==> src/rtl/assert_macros.svh <==
// Assertion helpers shared by the RTL files.
// Both macros sample on the rising edge of clk and are quiet while rst_n is low.
`ifndef ASSERT_MACROS_SVH
`define ASSERT_MACROS_SVH

// The condition must hold in the same cycle as the trigger.
`define ASSERT_IMPL(name, trig, cond, msg) \
  name: assert property (@(posedge clk) disable iff (!rst_n) (trig) |-> (cond)) \
    else $error(msg);

// The condition must hold in the cycle after the trigger.
`define ASSERT_NEXT(name, trig, cond, msg) \
  name: assert property (@(posedge clk) disable iff (!rst_n) (trig) |=> (cond)) \
    else $error(msg);

`endif

==> src/rtl/mvhp_pkg.sv <==
`timescale 1ns / 1ps

package mvhp_pkg;

  // Packet kinds carried with every input byte.
  typedef enum logic [1:0] {
    FUNC_CONNACK = 2'd0,
    FUNC_PUBLISH = 2'd1,
    FUNC_ACK2    = 2'd2,
    FUNC_SUBACK  = 2'd3
  } pkt_func_t;

  // Classification of a passed-through byte.
  typedef enum logic [1:0] {
    BK_NONE    = 2'd0,
    BK_TOPIC   = 2'd1,
    BK_PAYLOAD = 2'd2,
    BK_RCODE   = 2'd3
  } byte_kind_t;

  // Packet status reported on the final result.
  typedef enum logic [2:0] {
    ST_OK        = 3'd0,
    ST_MALFORMED = 3'd1,
    ST_BAD_QOS   = 3'd2,
    ST_BAD_TOPIC = 3'd3,
    ST_BAD_UTF8  = 3'd4,
    ST_BAD_ID    = 3'd5,
    ST_BAD_ARG   = 3'd6
  } status_t;

  // Protocol constants.
  localparam logic [7:0] CHAR_PLUS         = 8'h2B;
  localparam logic [7:0] CHAR_HASH         = 8'h23;
  localparam logic [7:0] SUBACK_FAILURE    = 8'h80;
  localparam logic [7:0] SUBACK_MAX_QOS    = 8'd2;
  localparam logic [7:0] CONNACK_MAX_CODE  = 8'd5;
  localparam logic [7:0] CONNACK_RSVD_MASK = 8'hFE;
  localparam logic [1:0] QOS_INVALID       = 2'd3;

  // Decoder state of the UTF-8 checker.
  typedef struct packed {
    logic [1:0]  pending;
    logic [20:0] partial;
    logic        bad;
  } utf8_state_t;

  // Input transaction payload.
  typedef struct packed {
    pkt_func_t  func;
    logic [3:0] header_flags;
    logic [7:0] data_byte;
    logic       has_byte;
    logic       last_byte;
  } in_t;

  // Result transaction payload.
  typedef struct packed {
    byte_kind_t  byte_kind;
    logic [7:0]  byte_out;
    status_t     status;
    logic [15:0] packet_ident;
    logic        sess_present;
    logic [7:0]  connect_code;
    logic        dup_flag;
    logic [1:0]  qos_level;
    logic        retain_flag;
    logic [15:0] topic_size;
    logic [27:0] body_count;
    logic        done_res;
  } out_t;

endpackage

==> src/rtl/mvhp_utf8_step.sv <==
`timescale 1ns / 1ps

module mvhp_utf8_step import mvhp_pkg::*; (
  input  utf8_state_t cur,
  input  logic [7:0]  data_byte,
  output utf8_state_t nxt
);

  // One step of an RFC 3629 decoder: a lead byte opens a sequence, each
  // continuation byte shifts in six bits. Overlong forms, surrogates,
  // code points above U+10FFFF and U+0000 all mark the string bad.
  always_comb begin
    nxt = cur;
    if (cur.pending == 2'd0) begin
      if (data_byte < 8'h80) begin
        if (data_byte == 8'h00) begin
          nxt.bad = 1'b1;
        end
      end else if (data_byte < 8'hC2) begin
        nxt.bad = 1'b1;
      end else if (data_byte < 8'hE0) begin
        nxt.partial = {16'd0, data_byte[4:0]};
        nxt.pending = 2'd1;
      end else if (data_byte < 8'hF0) begin
        nxt.partial = {17'd0, data_byte[3:0]};
        nxt.pending = 2'd2;
      end else if (data_byte < 8'hF5) begin
        nxt.partial = {18'd0, data_byte[2:0]};
        nxt.pending = 2'd3;
      end else begin
        nxt.bad = 1'b1;
      end
    end else if (data_byte[7:6] != 2'b10) begin
      // A sequence cut short by a non-continuation byte.
      nxt.bad     = 1'b1;
      nxt.pending = 2'd0;
    end else begin
      // Range checks on the first continuation byte.
      if (cur.pending == 2'd3) begin
        if (cur.partial == 21'd0 && data_byte < 8'h90) begin
          nxt.bad = 1'b1;
        end
        if (cur.partial == 21'd4 && data_byte >= 8'h90) begin
          nxt.bad = 1'b1;
        end
      end else if (cur.pending == 2'd2 && cur.partial < 21'd16) begin
        if (cur.partial == 21'd0 && data_byte < 8'hA0) begin
          nxt.bad = 1'b1;
        end
        if (cur.partial == 21'd13 && data_byte >= 8'hA0) begin
          nxt.bad = 1'b1;
        end
      end
      nxt.partial = {cur.partial[14:0], data_byte[5:0]};
      nxt.pending = cur.pending - 2'd1;
    end
  end

endmodule

==> src/rtl/mqtt_variable_header_parser.sv <==
// Latency: the result of a transaction is valid in the cycle after it is accepted.
// Throughput: one input transaction per cycle while the output is not stalled; the
// per-packet registers and the single output register are updated together at each accepted byte.
// Reset (rst_n low, synchronous) clears all per-packet state and the output valid.
// The output register drains while a new transaction is taken in the same cycle.
`timescale 1ns / 1ps
`include "assert_macros.svh"

module mqtt_variable_header_parser import mvhp_pkg::*; #(
  parameter int COUNT_BITS = 28
) (
  input  logic clk,
  input  logic rst_n,
  input  logic in_valid,
  output logic in_stall,
  input  in_t  in_data,
  output logic out_valid,
  input  logic out_stall,
  output out_t out_data
);

  // Compare width: large enough for the position and for a 17-bit header size.
  localparam int CW = (COUNT_BITS > 17) ? COUNT_BITS : 17;
  localparam int EW = CW + 1;
  localparam logic [COUNT_BITS-1:0] POS_MAX = '1;
  localparam logic [COUNT_BITS-1:0] POS_ONE = COUNT_BITS'(1);

  logic [COUNT_BITS-1:0] pos_r, pos_nxt, pos_upd;
  logic [15:0] topic_rem_r, topic_rem_nxt, topic_rem_upd;
  logic [15:0] tlen_r, tlen_nxt, tlen_upd;
  logic [15:0] ident_r, ident_nxt, ident_upd;
  logic [7:0]  first_r, first_nxt, first_upd;
  logic        wild_r, wild_nxt, wild_upd;
  logic        err_r, err_nxt, err_upd;
  utf8_state_t utf_r, utf_nxt, utf_upd, utf_step;
  logic        out_valid_r, out_valid_nxt;
  out_t        out_data_r, res;

  logic        in_accept;
  logic [7:0]  b;
  logic [1:0]  qos;
  logic        qos_on;
  byte_kind_t  kind;
  logic [16:0] hdr17;
  logic [EW-1:0] p_ext, hdr_ext, n_ext, hdrq_ext, body_diff;

  // Handshake: the output register frees itself whenever it is taken.
  assign in_stall  = out_valid_r && out_stall;
  assign in_accept = in_valid && !in_stall;
  assign out_valid = out_valid_r;
  assign out_data  = out_data_r;

  assign b      = in_data.data_byte;
  assign qos    = in_data.header_flags[2:1];
  assign qos_on = (qos != 2'd0);

  // Topic bytes are checked for well-formed UTF-8.
  mvhp_utf8_step u_utf8 (
    .cur       (utf_r),
    .data_byte (b),
    .nxt       (utf_step)
  );

  // Header size of a PUBLISH without the identifier, from the stored topic length.
  assign hdr17   = {1'b0, tlen_r} + 17'd2;
  assign p_ext   = EW'(pos_r);
  assign hdr_ext = EW'(hdr17);

  // Per-byte decode: position tracking and byte classification.
  always_comb begin
    pos_upd       = pos_r;
    topic_rem_upd = topic_rem_r;
    tlen_upd      = tlen_r;
    ident_upd     = ident_r;
    first_upd     = first_r;
    wild_upd      = wild_r;
    err_upd       = err_r;
    utf_upd       = utf_r;
    kind          = BK_NONE;
    if (in_data.has_byte) begin
      case (in_data.func)
        FUNC_PUBLISH: begin
          if (pos_r == '0) begin
            first_upd = b;
          end else if (pos_r == POS_ONE) begin
            tlen_upd      = {first_r, b};
            topic_rem_upd = {first_r, b};
          end else if (topic_rem_r != 16'd0) begin
            kind = BK_TOPIC;
            if (b == CHAR_PLUS || b == CHAR_HASH) begin
              wild_upd = 1'b1;
            end
            topic_rem_upd = topic_rem_r - 16'd1;
            utf_upd       = utf_step;
            // A topic must not end inside a multibyte sequence.
            if (topic_rem_r == 16'd1 && utf_step.pending != 2'd0) begin
              utf_upd.bad     = 1'b1;
              utf_upd.pending = 2'd0;
            end
          end else begin
            if (qos_on && p_ext == hdr_ext) begin
              first_upd = b;
            end else if (qos_on && p_ext == hdr_ext + EW'(1)) begin
              ident_upd = {first_r, b};
            end else begin
              kind = BK_PAYLOAD;
            end
          end
        end
        default: begin
          if (pos_r == '0) begin
            first_upd = b;
          end else if (pos_r == POS_ONE) begin
            ident_upd = {first_r, b};
          end else if (in_data.func == FUNC_SUBACK) begin
            kind = BK_RCODE;
            if (b > SUBACK_MAX_QOS && b != SUBACK_FAILURE) begin
              err_upd = 1'b1;
            end
          end
        end
      endcase
      pos_upd = (pos_r != POS_MAX) ? pos_r + POS_ONE : POS_MAX;
    end
  end

  // Sizes used by the packet summary, taken after this byte.
  assign n_ext    = EW'(pos_upd);
  assign hdrq_ext = EW'(tlen_upd) + EW'(2) + (qos_on ? EW'(2) : EW'(0));
  assign body_diff = (in_data.func == FUNC_SUBACK) ? (n_ext - EW'(2)) : (n_ext - hdrq_ext);

  // Result: the passed byte, and on the final byte the summary and status.
  always_comb begin
    res           = '0;
    res.byte_kind = kind;
    res.byte_out  = (kind != BK_NONE) ? b : 8'd0;
    if (in_data.last_byte) begin
      res.done_res = 1'b1;
      case (in_data.func)
        FUNC_CONNACK: begin
          if (n_ext != EW'(2) || (first_upd & CONNACK_RSVD_MASK) != 8'd0 ||
              ident_upd[7:0] > CONNACK_MAX_CODE) begin
            res.status = ST_MALFORMED;
          end
          res.sess_present = first_upd[0];
          res.connect_code = ident_upd[7:0];
        end
        FUNC_PUBLISH: begin
          if (n_ext == '0) begin
            res.status = ST_BAD_ARG;
          end else if (qos == QOS_INVALID) begin
            res.status = ST_BAD_QOS;
          end else if (n_ext < EW'(2) || topic_rem_upd != 16'd0) begin
            res.status = ST_MALFORMED;
          end else if (wild_upd) begin
            res.status = ST_BAD_TOPIC;
          end else if (utf_upd.bad) begin
            res.status = ST_BAD_UTF8;
          end else if (qos_on && n_ext < hdrq_ext) begin
            res.status = ST_MALFORMED;
          end else if (qos_on && ident_upd == 16'd0) begin
            res.status = ST_BAD_ID;
          end
          res.packet_ident = qos_on ? ident_upd : 16'd0;
          res.dup_flag     = in_data.header_flags[3];
          res.qos_level    = qos;
          res.retain_flag  = in_data.header_flags[0];
          res.topic_size   = tlen_upd;
          if (n_ext > hdrq_ext && n_ext >= EW'(2) && topic_rem_upd == 16'd0) begin
            res.body_count = 28'(body_diff);
          end
        end
        FUNC_ACK2: begin
          if (n_ext != EW'(2)) begin
            res.status = ST_MALFORMED;
          end else if (ident_upd == 16'd0) begin
            res.status = ST_BAD_ID;
          end
          res.packet_ident = ident_upd;
        end
        default: begin
          if (n_ext < EW'(3)) begin
            res.status = ST_BAD_ARG;
          end else if (ident_upd == 16'd0) begin
            res.status = ST_BAD_ID;
          end else if (err_upd) begin
            res.status = ST_MALFORMED;
          end
          res.packet_ident = ident_upd;
          if (n_ext >= EW'(2)) begin
            res.body_count = 28'(body_diff);
          end
        end
      endcase
    end
  end

  // The final byte of a packet clears every per-packet register.
  always_comb begin
    pos_nxt       = pos_upd;
    topic_rem_nxt = topic_rem_upd;
    tlen_nxt      = tlen_upd;
    ident_nxt     = ident_upd;
    first_nxt     = first_upd;
    wild_nxt      = wild_upd;
    err_nxt       = err_upd;
    utf_nxt       = utf_upd;
    if (in_data.last_byte) begin
      pos_nxt       = '0;
      topic_rem_nxt = '0;
      tlen_nxt      = '0;
      ident_nxt     = '0;
      first_nxt     = '0;
      wild_nxt      = 1'b0;
      err_nxt       = 1'b0;
      utf_nxt       = '0;
    end
  end

  // Output valid: set by an accepted transaction, cleared once taken.
  always_comb begin
    if (in_accept) begin
      out_valid_nxt = 1'b1;
    end else if (!out_stall) begin
      out_valid_nxt = 1'b0;
    end else begin
      out_valid_nxt = out_valid_r;
    end
  end

  // Per-packet state and output valid.
  always_ff @(posedge clk) begin
    if (!rst_n) begin
      pos_r       <= '0;
      topic_rem_r <= '0;
      tlen_r      <= '0;
      ident_r     <= '0;
      first_r     <= '0;
      wild_r      <= 1'b0;
      err_r       <= 1'b0;
      utf_r       <= '0;
      out_valid_r <= 1'b0;
    end else begin
      out_valid_r <= out_valid_nxt;
      if (in_accept) begin
        pos_r       <= pos_nxt;
        topic_rem_r <= topic_rem_nxt;
        tlen_r      <= tlen_nxt;
        ident_r     <= ident_nxt;
        first_r     <= first_nxt;
        wild_r      <= wild_nxt;
        err_r       <= err_nxt;
        utf_r       <= utf_nxt;
      end
    end
  end

  // Result payload register.
  always_ff @(posedge clk) begin
    if (in_accept) begin
      out_data_r <= res;
    end
  end

  `ASSERT_IMPL(a_plain_result_no_summary, out_valid_r && !out_data_r.done_res,
               out_data_r.status == ST_OK && out_data_r.packet_ident == 16'd0 &&
               out_data_r.body_count == 28'd0,
               "summary fields set on a result that is not final")
  `ASSERT_IMPL(a_idle_byte_zero, out_valid_r && out_data_r.byte_kind == BK_NONE,
               out_data_r.byte_out == 8'd0, "byte_out nonzero with no byte passed")
  `ASSERT_IMPL(a_utf8_closed_outside_topic, topic_rem_r == 16'd0,
               utf_r.pending == 2'd0, "UTF-8 sequence left open after the topic")
  `ASSERT_NEXT(a_last_clears_state, in_accept && in_data.last_byte,
               pos_r == '0 && tlen_r == 16'd0 && ident_r == 16'd0,
               "packet state not cleared after the final byte")

endmodule
==> config.mk <==
export PLATFORM = sky130hd
export DESIGN_NAME = mqtt_variable_header_parser
export DESIGN_NICKNAME = d
export VERILOG_FILES = /design/src/rtl/mvhp_pkg.sv /design/src/rtl/mvhp_utf8_step.sv /design/src/rtl/mqtt_variable_header_parser.sv
export VERILOG_INCLUDE_DIRS = /design/src /design/src/rtl
export SDC_FILE = /design/constraint.sdc
export NUM_CORES = 1
export LEC_CHECK = 0
export ABC_AREA = 1
export BUFFER_PORTS_ARGS = -buffer_cell sky130_fd_sc_hd__buf_2
export CAP_MARGIN = 40
export CELL_PAD_IN_SITES_DETAIL_PLACEMENT = 0
export CELL_PAD_IN_SITES_GLOBAL_PLACEMENT = 1
export CORE_MARGIN = 3
export CORE_UTILIZATION = 44
export DETAILED_ROUTE_END_ITERATION = 10
export PLACE_DENSITY = 0.88
export SYNTH_ARGS = -nofsm -noshare
export SYNTH_HDL_FRONTEND = slang
export SYNTH_SLANG_ARGS = --single-unit
==> constraint.sdc <==
create_clock -name clk -period 9.44 [get_ports clk]
set_input_delay 1.888 -clock clk [delete_from_list [all_inputs] [get_ports clk]]
set_output_delay 1.888 -clock clk [all_outputs]
set_load 0.05 [all_outputs]
==> run_results.csv <==
group,metric,value,unit
outcome,status,"completed",
place,dpl-instance-area,0.0151,sq mm
grt,via_count_of_the_first_global_routing_pass,13700,
route,detailedRoute.firstIterationViolations,1412,
clocking,cts_max_path_buffers,2,
clocking,cts_resized,0,
worst_setup_path,path_class,"input port to flop",
logic_synthesis,postSynthAreaPerCell,6.48,sq um
worst_setup_path,timing.critical_path.arrival,7890,ps
route,drt_first_pass_iters,6,
route,postRouteAntennaNets,0,
timing,worst_hold_slack,467,ps
clocking,cts-root-buf,"clkbuf_16",
grt,grt_use_total,0.271,
floorplan,die_area,0.0343,sq mm
grt,antenna_found_initial,0,
power_and_ir_drop,power_density,128,mW/mm^2
worst_hold_path,hold_path.class,"flop to flop",
clocking,tritoncts_num_sinks,198,
timing,max_slew.worst_pin.slew,816,ps
logic_synthesis,yosysWarnings,0,
clocking,clk_pin_slew,70,ps
clocking,ctsHoldBuffers,0,
power_and_ir_drop,leakage,7.05,nW
timing,timing.fmax,0.130,GHz
timing,final_period_minus_worst_setup_slack,7700,ps
logic_synthesis,syn_area,0.0141,sq mm
logic_synthesis,post_synth_most_frequent_cells,"nand2_1, nor2_1, inv_1",
worst_setup_path,worst-endpoint-required,9620,ps
logic_synthesis,post_synth_num_cell_types,56,
floorplan,rows,64,
logic_synthesis,synth_edf_count,87,
logic_synthesis,synth_area_leader_cell,"edfxtp_1",
timing,timing.final.hold_violations,0,
timing,timing.clock.skew,21.3,ps
worst_setup_path,regToRegSetupSlack,2440,ps
floorplan,core,0.0311,sq mm
floorplan,io-pin-count,109,
power_and_ir_drop,max-vdd-ir-drop,134,uV
finish,layout-area-overhead-vs-synth,10.8,%
run,maximum_capacitance_violations,0,
finish,drive_above_1_share,0.104,
timing,rsz0062_at_grt,"false",
logic_synthesis,netlist_instances,2177,
clocking,latest_clock_arrival_within_the_worst_skew_pair,470,ps
logic_synthesis,asyncSetResetFlopFracSynth,0,
clocking,cts_setup_buffers,0,
route,viasPerCell,5.46,
place,port_buffers,108,
logic_synthesis,seq_area_frac_synth,0.343,
worst_setup_path,crit_path_frequent_cell,"inv_1",
timing,finalMaxSlewViolations,0,
clocking,tritoncts.num_buffers,17,
worst_setup_path,critical-path-slowest-cell,"nand3_2",
floorplan,dieHeight,185,um
clocking,cts_tree,"built",
worst_setup_path,worstSetupStartpointType,"input port",
clocking,htree_levels,4,
worst_setup_path,critical-path-max-stage-delay,410,ps
timing,final.period_utilization,0.816,
worst_setup_path,crit_fanout,32,
finish,n_antenna_cell,0,
route,route.final.wire_length,46100,um
floorplan,dieWidth,185,um
route,drt_drc_violations_left,0,
place,gp_routability_congestion,0.958,
logic_synthesis,synth_top_area_share,0.185,
logic_synthesis,ys_dominant_reg_cell,"dfxtp_1",
finish,fin_area,0.0156,sq mm
logic_synthesis,synth_seq_cells,198,
finish,utilization,0.503,
floorplan,initial_utilization,0.454,
logic_synthesis,post_synth_main_area_contributors,"edfxtp_1, dfxtp_1, nand2_1",
timing,tns,0,ps
worst_setup_path,endpoint_kind,"flop",
finish,net_count_reported_at_finish,2299,
place,dp.final_hpwl,35000,um
route,detail_route.wl_per_cell,17.4,um
grt,wire_length_of_the_first_global_routing_pass,73400,um
timing,timing.final.setup_violations,0,
grt,grt_max_degree,70,
logic_synthesis,yosysMostFrequentCell,"nand2_1",
grt,grt.overflow.total,0,
route,dr_total_vias,14500,
timing,slew_headroom,0.451,
logic_synthesis,synthesized_nets,2230,
[final timing paths]
path | start | endpoint | cells after the start
hold reg to reg | ident_r[9] | ident_r[9] | 2
setup reg to reg | pos_r[27] | out_data[24] | 26
hold / removal | ident_r[9] | ident_r[9] | 2
setup / recovery | in_data[14] | out_data[17] | 32
[flip-flops by register name, indices dropped and copies added, names as in the netlist]
register	cells
err_r	1
tlen_r	16
wild_r	1
out_valid	1
utf_r	24
topic_rem_r	16
out_data	87
ident_r	16
pos_r	28
first_r	8
[per-stage QoR]
step / instances / setup slack, ps / power (W)
6_report: 2654 / 1740 / 0.00201
5_1_grt: 2654 / 1030 / 0.00208
4_1_cts: 2654 / 1850 / 0.00202
3_5_place_dp: 2623 / 1400 / 0.00128
3_3_place_gp: 2616 / 1390 / 0.00127
2_1_floorplan: 2177 / 1730 / 0.00118
[cells by family after synthesis]
group                    synth area share
flip-flops                          0.343
buffers and inverters               0.102
XOR/XNOR                           0.0310
multiplexers                     0.000798
adder cells (fa/ha/maj)            0.0298
AND/OR/NAND/NOR                     0.359
AO/OA/AOI/OAI                       0.135
[placed cells by master (no fill, tap or decap), types with 3 or more instances in the layout]
cell	netlist	final
inv_6	0	4
buf_16	0	4
nor3_2	4	4
nor3_1	31	31
nor2_1	293	290
nand2_2	24	24
nor2_2	6	7
inv_1	277	275
o21ai_1	8	8
a31oi_1	8	8
o211ai_1	8	8
o22ai_1	7	7
xor2_1	42	42
o311ai_0	3	3
nand3_2	3	3
a21oi_1	166	166
nor2_8	3	3
nor2_4	7	9
inv_2	10	12
nand3b_1	3	3
nand2_1	589	589
dfxtp_1	111	111
edfxtp_1	87	87
buf_4	5	14
clkinv_1	4	5
nor4_1	11	11
xnor2_1	8	8
ha_1	32	32
nand3_1	130	130
o221ai_1	5	5
or2_2	8	8
nand4_1	52	52
a211oi_1	10	10
o21ai_0	124	124
clkbuf_16	0	18
buf_2	9	110
[area by class of cell]
type / instances / area [sq um]
fill: 3213 / 15400
multi-input combinational: 1609 / 7860
sequential: 198 / 4830
inverter: 291 / 1090
timing repair buffer: 129 / 781
tap: 396 / 495
clock buffer: 20 / 458
clock inverter: 11 / 116
[routing by layer]
layer	wire, um	part of all wire	track usage	vias up
met5	0	0	0	-
met4	1610	0.035	0.0990	0
met3	2670	0.058	0.0348	77
met2	22300	0.48	0.476	518
met1	19600	0.42	0.341	6679
li1	-	-	-	7212
[worst max-delay path, delay by kind of cell]
family,cells,cell delay (ps)
buffers and inverters,8,1260
AND/OR/NAND/NOR,13,1930
AO/OA/AOI/OAI,9,2140
adder cells (fa/ha/maj),2,620
[report_power, final]
| group | leakage (nW) | switching, W | total [W] | internal, W |
|---|---|---|---|---|
| clock | 0.275 | 0.000366 | 0.000750 | 0.000385 |
| combinational | 5.00 | 0.000246 | 0.000322 | 0.0000758 |
| sequential | 1.78 | 0.0000113 | 0.000936 | 0.000924 |
Power figures use the tool's default switching activity.
